[src/rtl/mcsc_pkg.sv]
`timescale 1ns / 1ps
`default_nettype none
package mcsc_pkg;
  localparam logic [1:0] ST_I = 2'd0;
  localparam logic [1:0] ST_S = 2'd1;
  localparam logic [1:0] ST_E = 2'd2;
  localparam logic [1:0] ST_M = 2'd3;
  localparam logic [1:0] MODE_RD = 2'd0;
  localparam logic [1:0] MODE_WR = 2'd1;
  localparam logic [1:0] MODE_SQ = 2'd2;
  localparam logic [1:0] MODE_SS = 2'd3;
  localparam logic [9:0] MEM_COST = 10'd100;
  localparam logic [9:0] CYCLE_MAX = 10'd1023;

  typedef struct packed {
    logic [1:0]  mode;
    logic [5:0]  set_index;
    logic [19:0] tag;
    logic        shared_elsewhere;
    logic [3:0]  sharer_count;
    logic [1:0]  new_status;
  } mcsc_in_t;

  typedef struct packed {
    logic       hit;
    logic [1:0] line_status;
    logic       access_shared;
    logic       writeback;
    logic       bus_read;
    logic       bus_invalidate;
    logic [9:0] op_cycles;
  } mcsc_out_t;

  typedef enum logic [1:0] {S_CLEAR, S_IDLE, S_READ, S_DONE} mcsc_state_t;

  typedef struct packed {
    logic clr_we;
    logic rd_en;
    logic wr_en;
    logic load_out;
    logic capture;
  } mcsc_cmd_t;
endpackage
`default_nettype wire

[src/rtl/mcsc_ctrl.sv]
`timescale 1ns / 1ps
`default_nettype none
module mcsc_ctrl import mcsc_pkg::*; #(
  parameter int SETS = 64
) (
  input  wire logic clk,
  input  wire logic rst_n,
  input  wire logic in_valid,
  output logic      in_ready,
  output logic      out_valid,
  input  wire logic out_ready,
  output mcsc_cmd_t cmd,
  output logic [((SETS > 1) ? $clog2(SETS) : 1)-1:0] clr_addr
);
  localparam int AW = (SETS > 1) ? $clog2(SETS) : 1;
  mcsc_state_t state_r, state_nxt;
  logic [AW-1:0] clr_r, clr_nxt;
  logic ov_r, ov_nxt;

  always_ff @(posedge clk) begin
    if (!rst_n) begin
      state_r <= S_CLEAR;
      clr_r   <= '0;
      ov_r    <= 1'b0;
    end else begin
      state_r <= state_nxt;
      clr_r   <= clr_nxt;
      ov_r    <= ov_nxt;
    end
  end

  always_comb begin
    state_nxt = state_r;
    clr_nxt   = clr_r;
    cmd       = '0;
    in_ready  = 1'b0;
    ov_nxt    = ov_r && !out_ready;
    case (state_r)
      S_CLEAR: begin
        cmd.clr_we = 1'b1;
        clr_nxt = clr_r + 1'b1;
        if (clr_r == AW'(SETS - 1)) state_nxt = S_IDLE;
      end
      S_IDLE: begin
        in_ready = 1'b1;
        if (in_valid) begin
          cmd.rd_en   = 1'b1;
          cmd.capture = 1'b1;
          state_nxt   = S_READ;
        end
      end
      S_READ: begin
        // wait until the output register is free, then write back and present
        if (!ov_r || out_ready) begin
          cmd.wr_en    = 1'b1;
          cmd.load_out = 1'b1;
          ov_nxt       = 1'b1;
          state_nxt    = S_IDLE;
        end
      end
      default: state_nxt = S_IDLE;
    endcase
  end

  assign out_valid = ov_r;
  assign clr_addr  = clr_r;
endmodule
`default_nettype wire

[config.mk]
export PLATFORM = sky130hd
export DESIGN_NAME = mcsc_ctrl
export DESIGN_NICKNAME = d
export VERILOG_FILES = /design/src/rtl/mcsc_pkg.sv /design/src/rtl/mcsc_ctrl.sv
export SDC_FILE = /design/constraint.sdc
export NUM_CORES = 1
export LEC_CHECK = 0
export BUFFER_PORTS_ARGS = -buffer_cell sky130_fd_sc_hd__buf_2
export CORE_AREA = 2 2 39 41
export CTS_BUF_LIST = sky130_fd_sc_hd__clkbuf_4 sky130_fd_sc_hd__clkbuf_8 sky130_fd_sc_hd__clkbuf_16
export CTS_CLUSTER_SIZE = 25
export DETAILED_ROUTE_END_ITERATION = 10
export DIE_AREA = 0 0 41 43
export PLACE_DENSITY = 0.67
export SKIP_CTS_REPAIR_TIMING = 1
export SYNTH_ARGS = -nofsm -noshare
export SYNTH_HDL_FRONTEND = slang
export SYNTH_SLANG_ARGS = --single-unit
[constraint.sdc]
create_clock -name clk -period 2.5 [get_ports clk]
set_input_delay 0.375 -clock clk [delete_from_list [all_inputs] [get_ports clk]]
set_output_delay 0.375 -clock clk [all_outputs]
set_load 0.01 [all_outputs]
# Word-level counts from Yosys, hierarchy flattened
# Cells that the tools add are included.
# Widths: inputs -> output; s select.
[classes] add_sub_neg=1 multipliers=0 n_div=0 n_lt_le_gt_ge=0 eq_ne=6 shift=0 n_mux=12 bitwise_logic=0 n_reduce_logical=6
[ops] operator="$mux 2" n=5
[ops] operator="$add 6x1->6 const B" n=1
[ops] operator="$eq 6x6->1 const B" n=1
[ops] operator="$mux 1" n=6
[ops] operator="$ne 2x2->1 const B" n=3
[ops] operator="$pmux 2 s3" n=1
[ops] operator="$reduce_and 3->1" n=1
[ops] operator="$eq 2x1->1 const B" n=1
[ops] operator="$eq 2x2->1 const B" n=1
[ops] operator="$logic_not 1->1" n=2
[ops] operator="$logic_not 2->1" n=1
[ops] operator="$logic_and 1x1->1" n=1
[ops] operator="$logic_or 1x1->1" n=1
[word_totals] ff_bits=9 latchBits=0 mem_bits_rw=0 rom_bits=0 in_bits=4 out_inout_bits=13 word_cells=28 mem_count=0

# Logic depth before layout (Yosys ltp)
# Gate-level depths: netlist of the first run.
[depth] depth_word=4 mapped_depth=4 ltp_nobuf=4

# Worst setup path after synthesis of the first run
# Ideal clock, no wire load.
[synth_timing] path_type="reg-to-output" startpoint="reg state_r[1]" endpoint="out cmd[2] (netlist bit)" arrival_time_ns=0.941 required_time_ns=2.125 slack_ns=1.184 stages_incl_launch_ff=4 path_buffers=1 cell_sequence="dfxtp_1 nand2b_1 nor2b_1 buf_4"
[synth_lines] item="from (decl)" line_no="mcsc_ctrl.sv:16" source="mcsc_state_t state_r, state_nxt;"
[synth_lines] item="from (signal assigned)" line_no="mcsc_ctrl.sv:26" source="state_r <= state_nxt;"
[synth_lines] item="to (decl)" line_no="mcsc_ctrl.sv:12" source="output mcsc_cmd_t cmd,"

==> run summary, run 1 <==
Die Span Y: 43 um
Final min period: 1540 ps
top-area cell type share of the netlist area: 0.391
Avg Synthesized Cell Area: 9.40 um2
gate count of the mapped netlist: 49
post-DP HPWL: 601 um
Fillers: 137
Yosys top cell by area: dfxtp_1
GRT Residual Overflow: 0
vias in the first global route: 327
Tcrit/Tclk final: 0.616
first drt pass iteration count: 4
hold crit path type: in2reg
required time of the critical path: 2120 ps
max-cap viol count: 0
Yosys reg bits: 9
RSZ-0062 raised after global routing: false
Slew @ Worst Pin: 319 ps
Die Wd: 41 um
clk sink count: 9
via total after detailed routing: 392
Placement Rows: 14
fmax: 0.649 GHz
CTS tree: done
initial antenna violation count: 0
port buffer count: 16
final setup violation count: 0
outcome: complete, no violations
Final Max Tran Viols: 0
share of cells above drive strength 1: 0.379
initial core utilization: 0.333
Pwr Density: 528 mW/mm2
Hold Worst Slack: 438 ps
Via density: 4.78
Inserted Clock Buffers: 3
number of library cell types mapped by synthesis: 25
final setup TNS: 0 ps
first-pass GRT wire length: 1410 um
synth warn: 0
Synth area leaders: dfxtp_1 39%, nand2b_1 6.8%, mux2i_1 6.5%
Leakage: 0.274 nW
CP arrival: 1170 ps
critical path type: reg2out
Antenna Nets Post-Route: 0
CP endpoint kind: primary output
wirelength, routed: 830 um
clock slew at reported path FFs: 60 ps
Initial DRC Count: 10
full die area: 0.00176 mm2
gr usage total: 0.126
Seq/Total Area, Yosys: 0.391
htree depth: 1
DR DRC count: 0
worst-skew pair later-pin latency: 260 ps
ANT cells: 0
top cells by count, synth: 9 x dfxtp_1, 6 x nand2_1, 5 x nand2b_1
core footprint: 0.00138 mm2
most frequent cell after synthesis: dfxtp_1
clk_skew: 5.42 ps
Root Driver: clkbuf_4
io pins: 17
mapped cell area: 460 um2
Top FF cell, synth: dfxtp_1
crit start category: register
drt wl/cell: 10.1 um
FFs w/ async S/R, synth: 0
largest net degree at the start of global routing: 13
GP Congestion: 0.725
Layout area overhead: 23.4%
CTS max path bufs: 2
final hold vios: 0
syn_nets: 54
R2R Setup Slk: 1290 ps
EDFF count, synth: 0
VDD IR max: 306 uV
crit path max fanout: 9
Max-slew headroom: 0.785
NumNets Final: 72
==> report_power, final <==
part	leakage, nW	internal (mW)	switching, mW
Sequential	0.0731	0.148	0.00524
Clock	0.0184	0.0724	0.0515
Combinational	0.183	0.0116	0.0113
Total	0.274	0.232	0.0681
==> metrics by stage <==
step	utilization	cells	power, mW	setup WS [ps]	instance area, um2
global route	0.410	82	0.325	818	568
floorplan	-	49	0.171	1180	460
CTS	0.410	82	0.308	944	568
finish	0.410	82	0.300	959	568
global placement	0.389	78	0.179	1220	538
detailed placement	0.389	78	0.180	1200	538
==> placed cells by master, fill, tap and decap left out, types with 2 or more instances in the layout <==
| master | Yosys | final |
|---|---|---|
| nand2b_1 | 5 | 5 |
| buf_2 | 0 | 16 |
| nand2_1 | 6 | 6 |
| mux2i_1 | 3 | 3 |
| a21boi_0 | 2 | 2 |
| and2_1 | 2 | 2 |
| xor2_1 | 2 | 2 |
| dfxtp_1 | 9 | 9 |
| clkbuf_4 | 0 | 4 |
==> worst max-delay path: stages, from the launching register on <==
cell and delay (ps):
dfxtp_1 490, nand2b_1 140, nor2b_1 140, buf_2 140
==> area by class of cell <==
| type | instances | area [um2] | area share |
|---|---|---|---|
| Multi-Input combinational cell | 37 | 258 | 0.454 |
| Sequential cell | 9 | 180 | 0.317 |
| Tap cell | 16 | 20.0 | 0.0352 |
| Clock buffer | 4 | 30.0 | 0.0529 |
| Timing Repair Buffer | 16 | 80.1 | 0.141 |
==> registers in the layout, summed over array words and instances (netlist names) <==
| name | cells |
|---|---|
| clr_addr | 6 |
| state_r | 2 |
| out_valid | 1 |
==> per-layer routing <==
metal / global-route usage / part of all wire / up-vias
met5: 0 / 0 / -
met4: 0.0800 / 0.0096 / 0
met3: 0.0785 / 0.096 / 2
met2: 0.169 / 0.47 / 17
met1: 0.145 / 0.42 / 175
li1: - / - / 198
==> logic make-up (layout without fill, tap and decap cells) <==
logic type | Yosys count | count (layout) | share of synthesized area
simple gates | 25 | 25 | 0.340
flops | 9 | 9 | 0.391
compound gates | 6 | 6 | 0.0897
mux | 3 | 3 | 0.0652
buf+inv | 3 | 20 | 0.0489
xor+xnor | 2 | 2 | 0.0381
fa+ha+maj | 1 | 1 | 0.0272
==> worst paths after layout <==
| kind | startpoint | to | depth (start not counted) |
|---|---|---|---|
| max | state_r[1] | cmd[1] | 3 |
| min | rst_n | state_r[0] | 3 |
| max reg2reg | clr_addr[0] | clr_addr[4] | 4 |
| min reg2reg | clr_addr[5] | clr_addr[5] | 2 |
Power figures use the tool's default switching activity.
==> inputs of run 2 (changes only) <==
==> constraint.sdc (replaced) <==
create_clock -name clk -period 1.6 [get_ports clk]
set_input_delay 0.24 -clock clk [delete_from_list [all_inputs] [get_ports clk]]
set_output_delay 0.24 -clock clk [all_outputs]
set_load 0.01 [all_outputs]
==> run 2 against run 1 <==
Effect of this change: cell area unchanged; cell count unchanged; clock power up 56%; critical path depth unchanged; global-route usage down 1.8 points; utilization unchanged; total power up 57%; setup slack worse by 790 ps; die area unchanged; critical endpoint is now cmd[2]; largest cell class unchanged.
==> run summary, run 2 (same netlist as run 1, synthesis figures left out) <==
GP Congestion: 0.844 (+16%)
final hold vios: 0 (unchanged)
clk sink count: 9 (unchanged)
commonest non-fill, non-tap cell in the layout: buf_2
Final Max Tran Viols: 0 (unchanged)
Final Non-Filler Cells: 82 (unchanged)
max-cap viol count: 0 (unchanged)
Final Power: 0.470 mW (+57%)
VDD IR max: 351 uV (+14%)
share of cells above drive strength 1: 0.379 (unchanged)
ANT cells: 0 (unchanged)
Placement Rows: 14 (unchanged)
initial antenna violation count: 0 (unchanged)
via total after detailed routing: 384 (-2.0%)
worst-skew pair later-pin latency: 260 ps (about the same)
Root Driver: clkbuf_4
final setup TNS: 0 ps (unchanged)
first-pass GRT wire length: 1280 um (-8.8%)
fmax: 0.701 GHz
Layout area overhead: 23.4% (unchanged)
Max-slew headroom: 0.786 (+0.00122)
R2R Setup Slk: 370 ps (-920 ps)
io pins: 17 (unchanged)
Hold Worst Slack: 310 ps (-128 ps)
Inserted Clock Buffers: 3 (unchanged)
CP endpoint kind: primary output
wirelength, routed: 866 um (+4.3%)
hold crit path type: in2reg
NumNets Final: 72 (unchanged)
first drt pass iteration count: 4 (unchanged)
crit path max fanout: 9 (unchanged)
hold path depth: 3 (unchanged)
Initial DRC Count: 1 (-9)
largest net degree at the start of global routing: 13 (unchanged)
vias in the first global route: 311 (-4.9%)
crit start category: register
Pwr Density: 827 mW/mm2 (+57%)
outcome: complete, no violations
Die Span Y: 43 um (unchanged)
clock slew at reported path FFs: 70 ps (about the same)
R2R cell count: 4 (unchanged)
Slew @ Worst Pin: 318 ps (-1.81 ps)
most frequent cells in the layout: 16 x buf_2, 9 x dfxtp_1, 6 x nand2_1
clk_skew: 7.94 ps (+2.52 ps)
gr usage total: 0.108 (-0.0184)
initial core utilization: 0.333 (unchanged)
post-DP HPWL: 611 um (+1.6%)
final setup violation count: 0 (unchanged)
critical path type: reg2out
Die Wd: 41 um (unchanged)
CP arrival: 1190 ps (+20 ps)
drt wl/cell: 10.6 um (+4.3%)
core footprint: 0.00138 mm2 (unchanged)
htree depth: 1 (unchanged)
Antenna Nets Post-Route: 0 (unchanged)
GRT Residual Overflow: 0 (unchanged)
full die area: 0.00176 mm2 (unchanged)
Inst Count DP: 78 (unchanged)
required time of the critical path: 1360 ps (-760 ps)
CTS tree: done
Leakage: 0.274 nW (unchanged)
CTS max path bufs: 2 (unchanged)
Via density: 4.68 (-2.0%)
Tcrit/Tclk final: 0.892
RSZ-0062 raised after global routing: false
Final min period: 1430 ps
port buffer count: 16 (unchanged)
max reg flops: 6 (unchanged)
DR DRC count: 0 (unchanged)
-- run 2: cell counts in the layout (fill, tap and decap cells not counted) --
No cell type changed its count.
-- run 2: worst paths after layout --
check	from	to
max	state_r[1]	cmd[2]
min	rst_n	state_r[0]
max reg2reg	clr_addr[0]	clr_addr[4]
min reg2reg	clr_addr[4]	clr_addr[4]
-- run 2: metal layers --
metal  up-vias  routed length (um)  global-route usage
met4         0                   0              0.0800
met2        13                 408               0.153
li1        196                   -                   -
met1       175                 404               0.141
met3         0                  52              0.0157
met5         -                   0                   0
-- run 2: area by class of cell --
type	instances	area [um2]
fill	142	816
multi-input combinational	37	258
sequential	9	180
timing repair buffer	16	80.1
clock buffer	4	30.0
tap	16	20.0
-- run 2: critical path: stages, from the launching register on --
cell,delay (ps)
dfxtp_1,510
nand2b_1,140
nor2b_1,140
buf_2,140
-- run 2: stage by stage --
stage	area [um2]	setup WS (ps)	util
detailed placement	538	390	0.389
CTS	568	168	0.410
finish	568	173	0.410
global route	568	74.0	0.410
floorplan	460	401	-
global placement	538	432	0.389
-- run 2: power by group --
group          leakage (nW)  switching [mW]  internal, mW
Sequential           0.0731         0.00835         0.231
Clock                0.0184          0.0805         0.113
Combinational         0.183          0.0187        0.0183
Total                 0.274           0.108         0.362
